--- src/rtl/core/slex_pkg.sv ---
// Shared types, token codes and keyword tables for the script lexer.
// No dependencies; every module of the lexer imports this package.
package slex_pkg;

	typedef logic [3:0] token_kind_t;

	localparam token_kind_t KIND_COMMAND     = 4'd0;
	localparam token_kind_t KIND_NUMFUNC     = 4'd1;
	localparam token_kind_t KIND_STRFUNC     = 4'd2;
	localparam token_kind_t KIND_NUMBER_END  = 4'd3;
	localparam token_kind_t KIND_STRING_END  = 4'd4;
	localparam token_kind_t KIND_OPERATOR    = 4'd5;
	localparam token_kind_t KIND_UNKNOWN     = 4'd6;
	localparam token_kind_t KIND_BAD_SYMBOL  = 4'd7;
	localparam token_kind_t KIND_UNTERM_STR  = 4'd8;
	localparam token_kind_t KIND_LITERAL     = 4'd9;

	typedef enum logic [1:0] {
		MODE_IDLE   = 2'd0,
		MODE_WORD   = 2'd1,
		MODE_NUMBER = 2'd2,
		MODE_STRING = 2'd3
	} lex_mode_t;

	localparam int unsigned TABLE_WORDS = 11;
	localparam int unsigned KW_MAX_LEN  = 5;
	localparam int unsigned QUEUE_DEPTH = 4;

	localparam logic [15:0] COUNT_MAX = 16'hFFFF;
	localparam logic [7:0]  CHAR_NL   = 8'd10;
	localparam logic [7:0]  CHAR_QUOTE = "\"";
	localparam logic [7:0]  CHAR_DOT  = ".";

	// keyword text, padded with zero bytes past each word's length
	localparam logic [7:0] KW_TEXT [TABLE_WORDS][KW_MAX_LEN] = '{
		'{"p", "r", "i", "n", "t"},
		'{"s", "i", "n", 8'd0, 8'd0},
		'{"c", "o", "s", 8'd0, 8'd0},
		'{"t", "a", "n", 8'd0, 8'd0},
		'{"c", "d", "b", "l", 8'd0},
		'{"p", "o", "w", 8'd0, 8'd0},
		'{"a", "t", "a", "n", 8'd0},
		'{"l", "e", "n", 8'd0, 8'd0},
		'{"l", "e", "f", "t", 8'd0},
		'{"m", "i", "d", 8'd0, 8'd0},
		'{"r", "i", "g", "h", "t"}
	};

	localparam logic [2:0] KW_LEN [TABLE_WORDS] = '{
		3'd5, 3'd3, 3'd3, 3'd3, 3'd4, 3'd3, 3'd4, 3'd3, 3'd4, 3'd3, 3'd5
	};

	localparam token_kind_t KW_CLASS [TABLE_WORDS] = '{
		KIND_COMMAND, KIND_NUMFUNC, KIND_NUMFUNC, KIND_NUMFUNC, KIND_NUMFUNC,
		KIND_NUMFUNC, KIND_NUMFUNC, KIND_NUMFUNC, KIND_STRFUNC, KIND_STRFUNC,
		KIND_STRFUNC
	};

	typedef struct packed {
		token_kind_t kind;
		logic [3:0]  index;
		logic [7:0]  lit;
	} lex_result_t;

	// one queue entry: all results caused by one accepted beat
	typedef struct packed {
		lex_result_t res_a;
		lex_result_t res_b;
		logic        two;
		logic [15:0] line;
		logic [15:0] col;
	} lex_entry_t;

endpackage

--- src/rtl/core/slex_front.sv ---
// Front end of the script lexer: accepts text beats, tracks mode, keyword mask
// and line/column, and pushes one entry per beat that yields tokens. Uses slex_pkg.
module slex_front #(
	parameter int unsigned KEYWORD_COUNT = 11
) (
	input  logic                clk,
	input  logic                arst_n,
	input  logic                in_valid,
	output logic                in_ready,
	input  logic [7:0]          text_byte_in,
	input  logic                end_of_text,
	input  logic                queue_full,
	output logic                push_valid,
	output slex_pkg::lex_entry_t push_entry
);
	import slex_pkg::*;

	localparam int unsigned KwUsed =
		(KEYWORD_COUNT < TABLE_WORDS) ? KEYWORD_COUNT : TABLE_WORDS;

	lex_mode_t         mode_q, mode_d;
	logic [KwUsed-1:0] cand_q, cand_d;
	logic [2:0]        wlen_q, wlen_d;
	logic [15:0]       line_q, line_d, col_q, col_d;
	logic              halted_q, halted_d;

	logic              accept;
	logic [7:0]        b;
	logic              is_letter, is_digit, is_space, is_op;
	logic [KwUsed-1:0] narrow_cur, narrow_first;
	logic              fw_hit;
	logic [3:0]        fw_idx;
	lex_result_t       fw_res;
	logic              id_emit, id_halt;
	lex_mode_t         id_mode;
	lex_result_t       id_res;
	logic [15:0]       cnt_line, cnt_col;

	// step plan
	lex_result_t       r0, r1;
	logic [1:0]        n;
	logic              halt, wfirst, wnext, flush;
	lex_mode_t         mode_n;

	assign in_ready = !queue_full;
	assign accept   = in_valid && in_ready;
	assign b        = text_byte_in;

	// character classes, keyword narrowing and word resolution
	always_comb begin
		is_letter = (b >= "a" && b <= "z") || (b >= "A" && b <= "Z");
		is_digit  = (b >= "0" && b <= "9");
		is_space  = (b == " ") || (b >= 8'd9 && b <= 8'd13);
		is_op     = (b == "+") || (b == "-") || (b == "/") || (b == "*") ||
		            (b == "(") || (b == ")") || (b == ",");
		for (int i = 0; i < KwUsed; i++) begin
			narrow_cur[i]   = cand_q[i] && (wlen_q < KW_LEN[i]) &&
			                  (KW_TEXT[i][wlen_q] == b);
			narrow_first[i] = (KW_TEXT[i][0] == b);
		end
		fw_hit = 1'b0;
		fw_idx = '0;
		for (int i = KwUsed - 1; i >= 0; i--) begin
			if (cand_q[i] && KW_LEN[i] == wlen_q) begin
				fw_hit = 1'b1;
				fw_idx = 4'(i);
			end
		end
		fw_res = '{kind: fw_hit ? KW_CLASS[fw_idx] : KIND_UNKNOWN,
		           index: fw_hit ? fw_idx : 4'd0, lit: 8'd0};

		id_emit = 1'b0;
		id_halt = 1'b0;
		id_mode = MODE_IDLE;
		id_res  = '{kind: KIND_LITERAL, index: 4'd0, lit: b};
		if (is_space) begin
			id_mode = MODE_IDLE;
		end else if (is_letter) begin
			id_mode = MODE_WORD;
		end else if (is_digit) begin
			id_emit = 1'b1;
			id_mode = MODE_NUMBER;
		end else if (b == CHAR_QUOTE) begin
			id_mode = MODE_STRING;
		end else if (is_op) begin
			id_emit     = 1'b1;
			id_res.kind = KIND_OPERATOR;
		end else begin
			id_emit     = 1'b1;
			id_halt     = 1'b1;
			id_res.kind = KIND_BAD_SYMBOL;
		end

		cnt_line = line_q;
		cnt_col  = (col_q != COUNT_MAX) ? col_q + 16'd1 : col_q;
		if (b == CHAR_NL) begin
			cnt_line = (line_q != COUNT_MAX) ? line_q + 16'd1 : line_q;
			cnt_col  = '0;
		end
	end

	// plan what this beat does
	always_comb begin
		r0     = '0;
		r1     = '0;
		n      = 2'd0;
		halt   = 1'b0;
		wfirst = 1'b0;
		wnext  = 1'b0;
		flush  = 1'b0;
		mode_n = mode_q;
		if (end_of_text) begin
			case (mode_q)
				MODE_WORD: begin
					r0   = fw_res;
					n    = 2'd1;
					halt = !fw_hit;
				end
				MODE_NUMBER: begin
					r0.kind = KIND_NUMBER_END;
					n       = 2'd1;
				end
				MODE_STRING: begin
					r0.kind = KIND_UNTERM_STR;
					n       = 2'd1;
					halt    = 1'b1;
				end
				default: ;
			endcase
			flush  = !halt;
			mode_n = MODE_IDLE;
		end else begin
			case (mode_q)
				MODE_WORD: begin
					if (is_letter) begin
						wnext = 1'b1;
					end else if (fw_hit) begin
						r0     = fw_res;
						r1     = id_res;
						n      = 2'd1 + {1'b0, id_emit};
						halt   = id_halt;
						mode_n = id_mode;
						wfirst = is_letter;
					end else begin
						r0     = fw_res;
						n      = 2'd1;
						halt   = 1'b1;
						mode_n = MODE_IDLE;
					end
				end
				MODE_NUMBER: begin
					if (is_digit || b == CHAR_DOT) begin
						r0 = '{kind: KIND_LITERAL, index: 4'd0, lit: b};
						n  = 2'd1;
					end else begin
						r0.kind = KIND_NUMBER_END;
						r1      = id_res;
						n       = 2'd1 + {1'b0, id_emit};
						halt    = id_halt;
						mode_n  = id_mode;
						wfirst  = is_letter;
					end
				end
				MODE_STRING: begin
					n = 2'd1;
					if (b == CHAR_QUOTE) begin
						r0.kind = KIND_STRING_END;
						mode_n  = MODE_IDLE;
					end else begin
						r0 = '{kind: KIND_LITERAL, index: 4'd0, lit: b};
					end
				end
				default: begin
					r0     = id_res;
					n      = {1'b0, id_emit};
					halt   = id_halt;
					mode_n = id_mode;
					wfirst = is_letter;
				end
			endcase
		end
	end

	// next state
	always_comb begin
		mode_d   = mode_q;
		cand_d   = cand_q;
		wlen_d   = wlen_q;
		line_d   = line_q;
		col_d    = col_q;
		halted_d = halted_q;
		if (accept && !halted_q) begin
			mode_d   = mode_n;
			halted_d = halt;
			if (flush) begin
				cand_d = '1;
				wlen_d = 3'd0;
				line_d = 16'd1;
				col_d  = 16'd1;
			end else begin
				if (!end_of_text) begin
					line_d = cnt_line;
					col_d  = cnt_col;
				end
				if (wfirst) begin
					cand_d = narrow_first;
					wlen_d = 3'd1;
				end
				if (wnext) begin
					cand_d = narrow_cur;
					wlen_d = (wlen_q != 3'd7) ? wlen_q + 3'd1 : wlen_q;
				end
			end
		end
	end

	// queue push
	always_comb begin
		push_valid       = accept && !halted_q && (n != 2'd0);
		push_entry.res_a = r0;
		push_entry.res_b = r1;
		push_entry.two   = (n == 2'd2);
		push_entry.line  = end_of_text ? line_q : cnt_line;
		push_entry.col   = end_of_text ? col_q : cnt_col;
	end

	always_ff @(posedge clk or negedge arst_n) begin
		if (!arst_n) begin
			mode_q   <= MODE_IDLE;
			cand_q   <= '1;
			wlen_q   <= 3'd0;
			line_q   <= 16'd1;
			col_q    <= 16'd1;
			halted_q <= 1'b0;
		end else begin
			mode_q   <= mode_d;
			cand_q   <= cand_d;
			wlen_q   <= wlen_d;
			line_q   <= line_d;
			col_q    <= col_d;
			halted_q <= halted_d;
		end
	end

endmodule

--- src/rtl/core/slex_queue.sv ---
// Short entry queue between the lexer front and back ends.
// Uses slex_pkg for the entry type and depth.
module slex_queue (
	input  logic                 clk,
	input  logic                 arst_n,
	input  logic                 push_valid,
	input  slex_pkg::lex_entry_t push_entry,
	output logic                 full,
	input  logic                 pop,
	output logic                 pop_valid,
	output slex_pkg::lex_entry_t pop_entry
);
	import slex_pkg::*;

	localparam int unsigned PtrW = $clog2(QUEUE_DEPTH);
	localparam int unsigned CntW = $clog2(QUEUE_DEPTH + 1);

	lex_entry_t            slot_q [QUEUE_DEPTH];
	logic [PtrW-1:0]       wr_q, rd_q;
	logic [CntW-1:0]       cnt_q;
	logic                  do_push, do_pop;

	assign full      = (cnt_q == CntW'(QUEUE_DEPTH));
	assign pop_valid = (cnt_q != '0);
	assign pop_entry = slot_q[rd_q];
	assign do_push   = push_valid && !full;
	assign do_pop    = pop && pop_valid;

	always_ff @(posedge clk) begin
		if (do_push) begin
			slot_q[wr_q] <= push_entry;
		end
	end

	always_ff @(posedge clk or negedge arst_n) begin
		if (!arst_n) begin
			wr_q  <= '0;
			rd_q  <= '0;
			cnt_q <= '0;
		end else begin
			if (do_push) begin
				wr_q <= (wr_q == PtrW'(QUEUE_DEPTH - 1)) ? '0 : wr_q + 1'b1;
			end
			if (do_pop) begin
				rd_q <= (rd_q == PtrW'(QUEUE_DEPTH - 1)) ? '0 : rd_q + 1'b1;
			end
			if (do_push && !do_pop) begin
				cnt_q <= cnt_q + 1'b1;
			end else if (do_pop && !do_push) begin
				cnt_q <= cnt_q - 1'b1;
			end
		end
	end

endmodule

--- src/rtl/core/slex_back.sv ---
// Back end of the script lexer: splits queue entries into single tokens and
// holds each in the output register until taken. Uses slex_pkg.
module slex_back (
	input  logic                 clk,
	input  logic                 arst_n,
	input  logic                 q_valid,
	input  slex_pkg::lex_entry_t q_entry,
	output logic                 q_pop,
	output logic                 out_valid,
	input  logic                 out_ready,
	output logic [3:0]           token_kind,
	output logic [3:0]           keyword_index,
	output logic [7:0]           literal_byte,
	output logic [15:0]          line_number,
	output logic [15:0]          column_number,
	output logic                 last_of_run
);
	import slex_pkg::*;

	logic        out_valid_q, out_last_q;
	lex_result_t out_res_q;
	logic [15:0] out_line_q, out_col_q;
	logic        sec_pend_q;
	lex_result_t sec_res_q;
	logic [15:0] sec_line_q, sec_col_q;
	logic        load;

	assign load  = !out_valid_q || out_ready;
	assign q_pop = load && !sec_pend_q && q_valid;

	assign out_valid     = out_valid_q;
	assign token_kind    = out_res_q.kind;
	assign keyword_index = out_res_q.index;
	assign literal_byte  = out_res_q.lit;
	assign line_number   = out_line_q;
	assign column_number = out_col_q;
	assign last_of_run   = out_last_q;

	always_ff @(posedge clk) begin
		if (load) begin
			if (sec_pend_q) begin
				out_res_q  <= sec_res_q;
				out_line_q <= sec_line_q;
				out_col_q  <= sec_col_q;
				out_last_q <= 1'b1;
			end else if (q_valid) begin
				out_res_q  <= q_entry.res_a;
				out_line_q <= q_entry.line;
				out_col_q  <= q_entry.col;
				out_last_q <= !q_entry.two;
				sec_res_q  <= q_entry.res_b;
				sec_line_q <= q_entry.line;
				sec_col_q  <= q_entry.col;
			end
		end
	end

	always_ff @(posedge clk or negedge arst_n) begin
		if (!arst_n) begin
			out_valid_q <= 1'b0;
			sec_pend_q  <= 1'b0;
		end else if (load) begin
			if (sec_pend_q) begin
				out_valid_q <= 1'b1;
				sec_pend_q  <= 1'b0;
			end else begin
				out_valid_q <= q_valid;
				sec_pend_q  <= q_valid && q_entry.two;
			end
		end
	end

endmodule

--- src/rtl/core/script_lexer.sv ---
// Script lexer top level: front end, entry queue and token back end.
// Depends on slex_pkg, slex_front, slex_queue and slex_back.
//
// The lexer takes one source byte per beat (or an end-of-text beat) and
// returns tokens: keyword index and class for letter runs, literal bytes for
// numbers and strings followed by a closing token, operator characters,
// and error tokens. It accepts a new byte every cycle while the queue is not
// full: the front end classifies the byte and updates mode, keyword mask and
// line/column in that same cycle, and pushes the one or two tokens the byte
// causes as a single entry into a four-deep queue. The back end drains that
// queue through an output register, one token per cycle while out_ready is
// high, so a byte that yields one token sustains one byte per cycle, and a
// byte that yields two (a keyword closed by a digit, an operator or a stray
// symbol, or a number closed by an operator or a stray symbol) puts both
// tokens through the output in turn; the queue absorbs the difference and
// short output stalls. A token enters a queue slot when its byte is accepted
// and then the output register. last_of_run marks the final token of each
// byte. After an error token (unknown word, bad symbol, unterminated string)
// the block still accepts beats but drops them, producing nothing until reset.
module script_lexer #(
	parameter int unsigned KEYWORD_COUNT = 11
) (
	input  logic        clk,
	input  logic        arst_n,
	input  logic        in_valid,
	output logic        in_ready,
	input  logic [7:0]  text_byte_in,
	input  logic        end_of_text,
	output logic        out_valid,
	input  logic        out_ready,
	output logic [3:0]  token_kind,
	output logic [3:0]  keyword_index,
	output logic [7:0]  literal_byte,
	output logic [15:0] line_number,
	output logic [15:0] column_number,
	output logic        last_of_run
);
	import slex_pkg::*;

	logic       push_valid, queue_full, q_valid, q_pop;
	lex_entry_t push_entry, q_entry;

	// classify bytes and track lexer state
	slex_front #(
		.KEYWORD_COUNT(KEYWORD_COUNT)
	) u_front (
		.clk         (clk),
		.arst_n      (arst_n),
		.in_valid    (in_valid),
		.in_ready    (in_ready),
		.text_byte_in(text_byte_in),
		.end_of_text (end_of_text),
		.queue_full  (queue_full),
		.push_valid  (push_valid),
		.push_entry  (push_entry)
	);

	// decouple front and back so each may stall on its own
	slex_queue u_queue (
		.clk       (clk),
		.arst_n    (arst_n),
		.push_valid(push_valid),
		.push_entry(push_entry),
		.full      (queue_full),
		.pop       (q_pop),
		.pop_valid (q_valid),
		.pop_entry (q_entry)
	);

	// serialize entries into single token beats
	slex_back u_back (
		.clk          (clk),
		.arst_n       (arst_n),
		.q_valid      (q_valid),
		.q_entry      (q_entry),
		.q_pop        (q_pop),
		.out_valid    (out_valid),
		.out_ready    (out_ready),
		.token_kind   (token_kind),
		.keyword_index(keyword_index),
		.literal_byte (literal_byte),
		.line_number  (line_number),
		.column_number(column_number),
		.last_of_run  (last_of_run)
	);

endmodule
--- config.mk ---
export PLATFORM = sky130hd
export DESIGN_NAME = script_lexer
export DESIGN_NICKNAME = d
export VERILOG_FILES = /design/src/rtl/core/slex_pkg.sv /design/src/rtl/core/slex_front.sv /design/src/rtl/core/slex_queue.sv /design/src/rtl/core/slex_back.sv /design/src/rtl/core/script_lexer.sv
export SDC_FILE = /design/constraint.sdc
export NUM_CORES = 1
export LEC_CHECK = 0
export BUFFER_PORTS_ARGS = -buffer_cell sky130_fd_sc_hd__buf_2
export CAP_MARGIN = 0
export CORE_UTILIZATION = 30
export CTS_BUF_LIST = sky130_fd_sc_hd__clkbuf_16
export DETAILED_ROUTE_END_ITERATION = 10
export GPL_TIMING_DRIVEN = 1
export HOLD_SLACK_MARGIN = 0.06
export PLACE_DENSITY = 0.57
export SYNTH_ARGS = -nofsm -noshare
export SYNTH_HDL_FRONTEND = slang
export SYNTH_SLANG_ARGS = --single-unit
--- constraint.sdc ---
create_clock -name clk -period 5.1 [get_ports clk]
set_input_delay 1.02 -clock clk [delete_from_list [all_inputs] [get_ports clk]]
set_output_delay 1.02 -clock clk [all_outputs]
set_load 0.03 [all_outputs]
==> summary.md <==
| Metric | Value |
|---|---|
| Leak Pwr | just under 7 nW |
| Final hold vios | 0 |
| Fillers | around 5.5k |
| Worst Path Max Fanout | 12 |
| Die width | 243 um |
| Hold Crit Class | in2async |
| Initial Util | between 30 and 40% |
| First-pass GRT wire length | between 60,000 and 70,000 um |
| Avg WL per Cell | around 20 um |
| Iteration-0 DRC Markers | roughly 740 |
| Cell Rows | 88 |
| Tmin final | ~3900 ps |
| Final instance area | approximately 20,000 um^2 |
| Count of cell types in the netlist | 80 |
| Slew Viols, Final | 0 |
| Largest area contributor in the netlist | edfxtp_1 |
| Final setup fails | 0 |
| Post-synthesis cell area | 17,500 um^2 |
| Clock transition at the registers of the reported paths | around 60 ps |
| Critical Path End Type | flop |
| Arr. time, crit path | between 4000 and 5000 ps |
| CORE AREA | approximately 58,000 um^2 |
| Final worst-path cycle share | 77.2% |
| Max IR drop VDD | roughly 280 uV |
| Die height | about 240 um |
| Io pins | 64 |
| DRC | 0 |
| Detailed Place HPWL | around 25,000 um |
| Yosys top cell area share | between 50% and 60% |
| Initial antenna violation count | 3 |
| Final core utilization | between 30% and 40% |
| Top-count cell post-synth | edfxtp_1 |
| DR vias | 9,972 |
| CTS Sinks | roughly 400 |
| Setup slack after layout | approximately 1200 ps |
| FMAX | 254 MHz |
| Pre-CTS setup slack | 981 ps |
| Max_slew headroom | between 20% and 30% |
| Mapped Cells | between 1k and 1.5k |
| CTS buffer count | 40 |
| WS Path Type | reg2reg |
| Status | complete, no violations |
| Vias per Instance | ~5.0 |
| Final Skew | a little over 20 ps |
| DP Cell Count | approximately 1.9k |
| Non-filler instance count after layout | a little under 2k |
| P per Cell Area | 516 nW/um^2 |
| Layout cells sized above 1 | approximately 25% |
| H-tree Lvls | 2 |
| Multi-input gate area | roughly 5600 um^2 |
| TritonCTS clock tree | done |
| Drt total wl | 38,700 um |
| Post-synth ARST share | about 15% |
| Sequential Area | about 12,000 um^2 |
| Post-CTS setup-driven buffer insertion count | 0 |
| Fin Hold WS | 300 ps |
| Unrepaired setup endpoints after global routing | false |
| Ys Warns | 0 |
| Top FF cell, synth | edfxtp_1 |
| Sequential element share of the synthesized area | between 60% and 70% |
| Dpl cell area | about 19,000 um^2 |
| Clock root cell | clkbuf_16 |
| Synth Register Bits | between 300 and 400 |
| Syn_area_per_cell | between 15 and 20 um^2 |
| Cts repair resizes | 0 |
| IO buf count | 63 |
| Worst-Margin Slew | 1080 ps |
| Overall Global Routing Usage | about an eighth |
| DIE AREA | between 50,000 and 60,000 um^2 |
| Clock latency on the worst-skew pair | 540 ps |
| ANT cells | 0 |
| CTS Hold Bufs | 0 |
| Nets | ~1.2k |
| Total grt overflow | 0 |
| Total power | between 10 and 15 mW |
| Gpl congestion | around 0.86 |
| Critical Path RT | between 5000 and 6000 ps |
| EDFF count, synth | 337 |
| Antenna viol nets, final | 0 |
| Vias in the first global route | 10.2k |
| Post-synth net total | 1,161 |
| Setup TNS Final | 0 ps |
| Area Overhead vs Synth | 14.8% |
| Commonest cells in the synthesized netlist | edfxtp_1 (337), mux4_2 (61), clkbuf_1 (56) |
| CP startpoint kind | flop |
| DR pass1 iterations | 5 |
| Pin count of the biggest net entering global routing | between 60 and 70 |
| Max Cap Viol | 0 |
| Top post-synthesis cells by area | edfxtp_1 (58%), mux4_2 (7.9%), dfrtp_1 (6.4%) |
| Max Root-Sink Buffers | 3 |
where the power goes:
part | switching (mW) | total (mW) | internal (mW)
clock network | 1.22 | 2.95 | 1.73
registers | 0.404 | 4.71 | 4.30
logic | 1.57 | 2.70 | 1.13
total | 3.19 | 10.3 | 7.16
state kept, by name, indices dropped and copies added (netlist names), 3 cells and up:
| name | count |
|---|---|
| u_queue.slot_q | 244 |
| u_back.column_number | 16 |
| u_back.line_number | 16 |
| u_back.sec_col_q | 16 |
| u_back.sec_line_q | 16 |
| u_front.col_q | 16 |
| u_front.line_q | 16 |
| u_back.sec_res_q | 12 |
| u_front.cand_q | 11 |
| u_back.literal_byte | 8 |
| u_back.keyword_index | 4 |
| u_back.token_kind | 4 |
| u_front.wlen_q | 3 |
| u_queue.cnt_q | 3 |
worst max-delay path, stage by stage, from the launching register on:
cell and delay (ps):
dfrtp_1 560, ha_1 270, ha_1 510, o21ai_0 290
nand4_1 260, o21ai_0 200, a21o_1 240, a31oi_2 390
ha_1 270, inv_1 60, fa_1 370, xor2_1 170
nor2_1 110, xor2_1 150
final timing paths:
path | depth (start not counted) | start | end | slack [ps]
max reg2reg | 13 | u_front.wlen_q[1]$_DFFE_PN0P_ | u_queue.cnt_q[2]$_DFFE_PN0P_ | 1160
max | 13 | u_front.wlen_q[1]$_DFFE_PN0P_ | u_queue.cnt_q[2]$_DFFE_PN0P_ | 1160
min in group clk | 1 | u_front.cand_q[4]$_DFFE_PN1P_ | u_front.cand_q[4]$_DFFE_PN1P_ | 490
min | 1 | arst_n | u_front.col_q[6]$_DFFE_PN0P_ | 300
min reg2reg | 1 | u_front.cand_q[4]$_DFFE_PN1P_ | u_front.cand_q[4]$_DFFE_PN1P_ | 490
max in group asynchronous | 2 | arst_n | u_queue.rd_q[0]$_DFFE_PN0P_ | 3740
area by class of cell:
type                    count  share of cell area [%]
flip-flops and latches    395                    57.8
multi-input cells         641                    27.7
clock buffers              41                    5.11
well taps                 765                    4.77
repair buffers             89                    2.79
clock inverters            31                    1.49
inverters                  17                   0.318
kinds of logic after synthesis:
kind of cell    Yosys count  synth area share (%)
fa+ha+maj                21                  1.55
buf+inv                  91                  2.09
xor+xnor                 46                  2.31
mux                     119                  11.6
compound gates          192                  8.01
flops                   395                  66.3
simple gates            263                  8.16
layout by cell type (no fill, tap or decap), drive strengths merged, types with 12 or more instances in the layout:
| cell | synthesis | final |
|---|---|---|
| o21ai | 40 | 40 |
| dfrtp | 45 | 45 |
| nand2 | 47 | 47 |
| buf | 18 | 89 |
| dfstp | 13 | 13 |
| mux4 | 61 | 61 |
| edfxtp | 337 | 337 |
| a21oi | 26 | 26 |
| mux2 | 54 | 54 |
| clkbuf | 56 | 41 |
| xnor2 | 24 | 24 |
| nor2b | 12 | 12 |
| nor2 | 54 | 54 |
| nand3 | 33 | 33 |
| and2 | 30 | 30 |
| ha | 20 | 20 |
| inv | 17 | 29 |
| nand4 | 18 | 18 |
| xor2 | 22 | 22 |
| nor3 | 13 | 13 |
| and3 | 12 | 12 |
| a22o | 16 | 16 |
| o31ai | 17 | 17 |
metal layers:
layer  part of all wire (%)  routed length, um  GRT usage, %
met5                  0.093                 36             0
met4                    2.8               1090          4.55
met3                    3.4               1300          1.95
met2                     48              18500          21.6
met1                     46              17700          17.3
Note: power is estimated with default switching activity, not from simulation.
